<file path="src/rtl/spct_pkg.sv">
`default_nettype none
package spct_pkg;

  // table geometry
  localparam int SETS    = 256;
  localparam int WAYS    = 4;
  localparam int SET_W   = $clog2(SETS);
  localparam int ROW_W   = SET_W + 1;
  localparam int ROWS    = 2 * SETS;
  localparam int WAY_W   = (WAYS > 1) ? $clog2(WAYS) : 1;
  localparam int MSG_W   = 96;

  localparam logic [31:0] CRC_POLY     = 32'h82F63B78;
  localparam logic [31:0] INTERVAL_RST = 32'd30000;

  // entry flag bits
  localparam logic [5:0] FLG_RESET  = 6'd1;
  localparam logic [5:0] FLG_CLOSED = 6'd2;
  localparam logic [5:0] FLG_LVER   = 6'd4;
  localparam logic [5:0] FLG_RVER   = 6'd8;
  localparam logic [5:0] FLG_LFIN   = 6'd16;
  localparam logic [5:0] FLG_RFIN   = 6'd32;
  localparam logic [5:0] FLG_VER    = 6'd12;
  localparam logic [5:0] FLG_FINS   = 6'd48;

  typedef enum logic [1:0] {
    OP_INSERT,
    OP_FINAL,
    OP_UPDATE,
    OP_TICK
  } op_t;

  typedef enum logic [2:0] {
    ST_DONE,
    ST_NOTFOUND,
    ST_FLAGS,
    ST_AWAIT,
    ST_RESET,
    ST_CLOSED,
    ST_FULL
  } status_t;

  typedef enum logic [2:0] {
    B_INIT,
    B_IDLE,
    B_RDCUR,
    B_EXEC,
    B_WBOLD,
    B_CLEAR
  } bst_t;

  typedef struct packed {
    op_t              kind;
    logic [31:0]      src_ip;
    logic [31:0]      dst_ip;
    logic [15:0]      src_port;
    logic [15:0]      dst_port;
    logic [31:0]      seq;
    logic             rst;
    logic             lfin;
    logic             rfin;
    logic             ack;
    logic [SET_W-1:0] set;
  } item_t;

  typedef struct packed {
    logic        vld;
    item_t       item;
  } iq_t;

  typedef struct packed {
    logic        vld;
    logic [63:0] ka;
    logic [31:0] kp;
    logic [31:0] off;
    logic [5:0]  flg;
  } way_t;

  typedef way_t [WAYS-1:0] row_t;

  typedef struct packed {
    status_t     status;
    logic [31:0] offset;
    logic [5:0]  state;
    logic        swapped;
  } result_t;

  // mask of message bits feeding crc bit ob (crc is linear, init zero)
  function automatic logic [MSG_W-1:0] crc_mask(input int ob);
    logic [MSG_W-1:0] m;
    logic [31:0]      c;
    logic             fb;
    m = '0;
    for (int i = 0; i < MSG_W; i++) begin
      c = '0;
      for (int n = 0; n < MSG_W; n++) begin
        fb = c[0] ^ (n == i);
        c  = (c >> 1) ^ (fb ? CRC_POLY : 32'd0);
      end
      m[i] = c[ob];
    end
    return m;
  endfunction

endpackage
`default_nettype wire

</file>
<file path="src/rtl/spct_front.sv">
`default_nettype none
module spct_front
  import spct_pkg::*;
(
  input  wire logic        clk,
  input  wire logic        rst_n,
  input  wire logic        push,
  output logic             full,
  input  wire logic [1:0]  in_kind,
  input  wire logic [31:0] in_src_ip,
  input  wire logic [31:0] in_dst_ip,
  input  wire logic [15:0] in_src_port,
  input  wire logic [15:0] in_dst_port,
  input  wire logic [31:0] in_seq_number,
  input  wire logic        in_saw_reset,
  input  wire logic        in_saw_left_fin,
  input  wire logic        in_saw_right_fin,
  input  wire logic        in_is_ack,
  output iq_t              iq,
  input  wire logic        iq_pop
);

  logic [MSG_W-1:0] msg;
  logic [SET_W-1:0] set;
  item_t            new_item;
  item_t            ent_r [2];
  logic             wp_r;
  logic             rp_r;
  logic [1:0]       cnt_r;
  logic [1:0]       cnt_nxt;
  logic             push_ok;
  logic             pop_ok;

  // hash message, bytes least significant first
  assign msg = {in_src_port, in_dst_port, in_dst_ip, in_src_ip};

  // set index: low crc bits as parity of fixed masks
  for (genvar g = 0; g < SET_W; g++) begin : g_crc
    localparam logic [MSG_W-1:0] MASK = crc_mask(g);
    assign set[g] = ^(msg & MASK);
  end

  always_comb begin
    new_item.kind     = op_t'(in_kind);
    new_item.src_ip   = in_src_ip;
    new_item.dst_ip   = in_dst_ip;
    new_item.src_port = in_src_port;
    new_item.dst_port = in_dst_port;
    new_item.seq      = in_seq_number;
    new_item.rst      = in_saw_reset;
    new_item.lfin     = in_saw_left_fin;
    new_item.rfin     = in_saw_right_fin;
    new_item.ack      = in_is_ack;
    new_item.set      = set;
  end

  // two-entry item queue
  assign full    = (cnt_r == 2'd2);
  assign push_ok = push && !full;
  assign iq.vld  = (cnt_r != 2'd0);
  assign iq.item = ent_r[rp_r];
  assign pop_ok  = iq_pop && iq.vld;

  always_comb begin
    cnt_nxt = cnt_r;
    if (push_ok && !pop_ok) begin
      cnt_nxt = cnt_r + 2'd1;
    end else if (pop_ok && !push_ok) begin
      cnt_nxt = cnt_r - 2'd1;
    end
  end

  always_ff @(posedge clk) begin
    if (!rst_n) begin
      wp_r  <= 1'b0;
      rp_r  <= 1'b0;
      cnt_r <= 2'd0;
    end else begin
      cnt_r <= cnt_nxt;
      if (push_ok) begin
        wp_r <= ~wp_r;
      end
      if (pop_ok) begin
        rp_r <= ~rp_r;
      end
    end
  end

  always_ff @(posedge clk) begin
    if (push_ok) begin
      ent_r[wp_r] <= new_item;
    end
  end

endmodule
`default_nettype wire

</file>
<file path="config.mk">
export PLATFORM = sky130hd
export DESIGN_NAME = spct_front
export DESIGN_NICKNAME = d
export VERILOG_FILES = /design/src/rtl/spct_pkg.sv /design/src/rtl/spct_front.sv
export SDC_FILE = /design/constraint.sdc
export NUM_CORES = 1
export LEC_CHECK = 0
export BUFFER_PORTS_ARGS = -buffer_cell sky130_fd_sc_hd__buf_4
export CAP_MARGIN = 10
export CELL_PAD_IN_SITES_DETAIL_PLACEMENT = 0
export CELL_PAD_IN_SITES_GLOBAL_PLACEMENT = 1
export CORE_AREA = 2 2 180 182
export CTS_CLUSTER_DIAMETER = 30
export DETAILED_ROUTE_END_ITERATION = 10
export DIE_AREA = 0 0 182 184
export PLACE_DENSITY_LB_ADDON = 0.1
export REMOVE_ABC_BUFFERS = 1
export SLEW_MARGIN = 20
export SYNTH_ARGS = -nofsm -noshare
export SYNTH_HDL_FRONTEND = slang
export SYNTH_SLANG_ARGS = --single-unit
</file>
<file path="constraint.sdc">
create_clock -name clk -period 23.7 [get_ports clk]
set_input_delay 4.74 -clock clk [delete_from_list [all_inputs] [get_ports clk]]
set_output_delay 4.74 -clock clk [all_outputs]
set_load 0.05 [all_outputs]
</file>
Word-level counts from Yosys, hierarchy flattened
Memory sizes are Yosys's and may differ from the RTL's. A register that Yosys moved wholly into a read port is not among the register bits. Cells that the tools add are included.

Latch bits: 0. Bits in registers: 4. Bits in read-only memories: 0. Bits in writable memories: 284. Input bits: 138. Memories kept: 1. Output and inout bits: 144. Word-level logic and storage cells: 32.

Memories: ent_r (depth 2, width 142, read ports 1, clocked after memory_dff 1, write ports 1, line spct_front.sv:26) `item_t ent_r [2];`.

$lt $le $gt $ge: 0. Reductions and logical operators: 17. Div/mod/pow operators: 0. Add/subtract/negate cells: 2. Shift operators: 0. Mux-type cells: 6. Bitwise logic cells: 2. Equality and inequality tests: 1. Multiply operators: 0.

Operators by type and width (count): 96-bit XOR reduction (8); 1-bit logical AND (4); 1-bit 2-to-1 mux (4); 2-bit 2-to-1 mux (2); 2-bit nonzero test (2); 1-bit logical NOT (3); 2-bit by 1-bit adder with 2-bit output (second input constant) (1); 2-bit equality test (second input constant) (1); 1-bit NOT (2); 2-bit by 1-bit subtractor with 2-bit output (second input constant) (1).

Logic depth before layout (Yosys ltp)
Depth after elaboration: 7. Depth in mapped cells: 7. Gate-level depth less buffers: 7.

Worst setup path before layout
Ideal clock, no wire load.

Path type: input to register. Start: input port push. End: memory ent_r[0][0] (netlist name) (enable). Stages: 2. Required time: 23.054 ns. Path buffers: 0. Slack: 12.320 ns. Arrival time: 10.734 ns. Setup time: 0.646 ns. Cell sequence: nand2_1 > nor2_1.

Word-level cells in the longest chain between the ends: 3.

Ends and longest elaborated chain: start, declared (line spct_front.sv:7) `input wire logic push,`; 1-bit logical AND (line spct_front.sv:59) `assign push_ok = push && !full;`; 1-bit 2-to-1 mux (line spct_front.sv:90) `if (push_ok) begin`; 1-bit 2-to-1 mux (not written as such) (line spct_front.sv:91) `ent_r[wp_r] <= new_item;`; end, declared (line spct_front.sv:26).

Every way passes these cells.

==> results.yml <==
outcome:
  status: "completed"
pwr:
  p_comb_share_pct: 34.3
  seq_power_share_pct: 28.5
  vdd_ir_drop_max_mv: 0.0773
  p_sw_uw: 837
  clkPwrFrac_pct: 37.3
  p_leak_uw: 0.00664
  intPower_uw: 1620
  sw_frac_of_total_pct: 34.0
  power_density_mw_per_mm2: 142
placement:
  numPortBuffers: 281
  place_ws_ns: 16.16
  dp_hpwl_mm: 20.1
  dpl.cell_count: 1316
  place_congestion: 0.749
setup_path:
  crit_path_frequent_cell: "buf_4"
  end_kind: "output pin"
  slowest_stage: "dfxtp_4"
  reg2reg_depth: 5
  critPathKind: "flop to output pin"
  worstSetupStartpointType: "flop"
  r2r_start: "cnt_r[0]$_SDFFE_PN0P_"
  crit_chain: "buf_4 > buf_4 > mux2_2 > buf_4"
  cp.required_ns: 18.96
  cp_slowest_stage_delay_ns: 0.75
  r2r_setup_slack_ns: 20.70
  crit_fanout: 52
  r2r-end: "ent_r[0][47]$_DFFE_PP_"
  arrival_ns: 3.32
floorplan:
  fp.dieH_um: 184
  rows: 65
  core-area_mm2: 0.0314
  die_w_um: 182
  start_util_pct: 39.6
  ios: 282
  dieArea_mm2: 0.0335
yosys:
  synth_seq_cells: 289
  syn_inst: 643
  ys_seq_area_share_pct: 69.4
  syn_avg_cell_area_um2: 19.3
  synthesis.area_mm2: 0.0124
  ys_types: 22
  yosysWarnings: 0
cts:
  clkSinkCount: 289
  clock_tree.root_cell: "clkbuf_16"
  clockBufferDepth: 3
  clk_latency_ns: 0.54
  post_cts_resized: 0
  htree_levels: 3
  cts_tree: "done"
  postCtsSetupBuffers: 0
  holdBufCountCts: 0
  clk_pin_slew_ns: 0.04
  cts_made_buffers: 66
global_route:
  grt_pass1_vias: 7369
  grt_util_all_layers_pct: 17.2
  grt.overflow.total: 0
  grt_pass1_wl_mm: 43.4
  grt_max_degree: 74
  antenna_found_initial: 0
timing:
  period_needed_ns: 8.06
  fmax_mhz: 124
  slew_viol_final: 0
  min_period_over_period_pct: 34.0
  clock_skew_ns: 0.0156
  layout_setup_ws_ns: 15.64
  hold_viol: 0
  rsz0062_at_grt: "false"
  worst_pin_slew_ns: 1.08
  fin_hold_ws_ns: 0.500
  maxSlewHeadroom_pct: 28.0
  setup_viol: 0
  finalSetupTns_ns: 0
cells_and_area:
  syn_to_final_growth_pct: 39.5
  antennaDiodeCount: 0
  drive_above_1_share_pct: 52.1
  fin_cells: 1436
  nets: 1121
detailed_routing:
  drt-initial-drc-count: 330
  detail-route-antenna-nets: 0
  drc_errors: 0
  wire_per_inst_um: 20.4
  drt-total-wl_mm: 29.2
  vias: 6735
  dr.pass1.iters: 4
  viasPerCell: 4.69
min_path:
  holdPathEnd: "cnt_r[1]$_SDFFE_PN0P_"
  hold_start: "cnt_r[1]$_SDFFE_PN0P_"
  holdPathStages: 2
  holdCritPathClass: "flop to flop"
flow_run:
  cap_violations: 0
-- through the flow --
step	instance area, µm²	util [%]	power, µW
after floorplan	12400	-	1330
after global placement	15000	47.9	1550
after CTS	17300	55.2	2490
after detailed placement	15000	47.9	1560
final	17300	55.2	2460
after global routing	17300	55.2	2550
-- registers in the layout (all words and copies together) (netlist names), named ones only --
signal  flops
ent_r     284
cnt_r       2
rp_r        1
wp_r        1
-- cells in the mapped netlist --
library cell / instances / area, µm²
edfxtp_1: 284 / 8530
mux2_2: 142 / 1600
xnor2_1: 118 / 1030
xnor3_1: 30 / 676
xor2_1: 27 / 236
clkbuf_1: 14 / 52.6
dfxtp_1: 5 / 100
and2_1: 4 / 25.0
buf_1: 2 / 7.51
inv_1: 2 / 7.51
nand2_1: 2 / 7.51
xnor3_2: 2 / 47.6
xor3_1: 2 / 47.6
a21boi_0: 1 / 7.51
and3_1: 1 / 6.26
ha_1: 1 / 12.5
nand2b_1: 1 / 6.26
nor2_1: 1 / 3.75
o21a_1: 1 / 7.51
o21ai_0: 1 / 5.00
or2_2: 1 / 6.26
or3_1: 1 / 6.26
-- layout by cell type, fill, tap and decap left out, types with 4 or more instances in the layout --
cell / n
buf_4: 287
edfxtp_1: 284
mux2_2: 142
xnor2_1: 118
clkbuf_16: 67
xnor3_1: 30
xor2_1: 27
bufinv_16: 10
clkinv_2: 10
clkinv_1: 9
clkbuf_1: 7
clkinvlp_4: 7
and2_1: 4
clkinv_8: 4
dfxtp_1: 4
-- critical path: cells and delay by family (launching register included) --
| family | cells | cell delay (ns) |
|---|---|---|
| multiplexers | 1 | 0.43 |
| flip-flops | 1 | 0.75 |
| buffers and inverters | 3 | 1.51 |
-- area by class of cell --
class	count	area [µm²]
fill	2554	14000
sequential	289	8630
multi-input combinational	336	3750
timing repair buffer	287	2150
clock buffer	74	1700
clock inverter	46	597
tap	402	503
inverter	2	7.51
-- kinds of logic after synthesis --
family          Yosys count  synth area share [%]
simple gates             11                 0.493
flops                   289                  69.4
compound gates            3                 0.161
xor+xnor                179                  16.4
buf+inv                  18                 0.544
fa+ha+maj                 1                 0.101
mux                     142                  12.9
-- per-layer routing --
metal / vias up / global-route usage [%] / routed length, µm
met5: - / 0 / 0
li1: 3127 / - / -
met4: 0 / 5.52 / 593
met1: 3300 / 21.8 / 12700
met3: 51 / 5.25 / 2060
met2: 257 / 28.5 / 13900
-- power by group through the flow --
| stage | clock, µW | combinational [µW] | sequential, µW |
|---|---|---|---|
| final | 917 | 843 | 701 |
| after global routing | 960 | 883 | 710 |
| after CTS | 934 | 853 | 703 |
| after detailed placement | 0 | 849 | 711 |
| after global placement | 0 | 843 | 709 |
| after floorplan | 0 | 607 | 727 |
-- how the worst max path moves through the flow --
stage	startpoint	to	slack, ns	cells after the start
global placement	flop	iq[16]	16.23	4
finish	flop	iq[109]	15.64	4
detailed placement	flop	iq[138]	16.16	4
CTS	flop	iq[101]	15.56	4
floorplan	push	ent_r[0][0]$_DFFE_PP_	12.32	2
global route	flop	iq[67]	15.42	4
No activity file was read; power rests on OpenSTA's default activity.
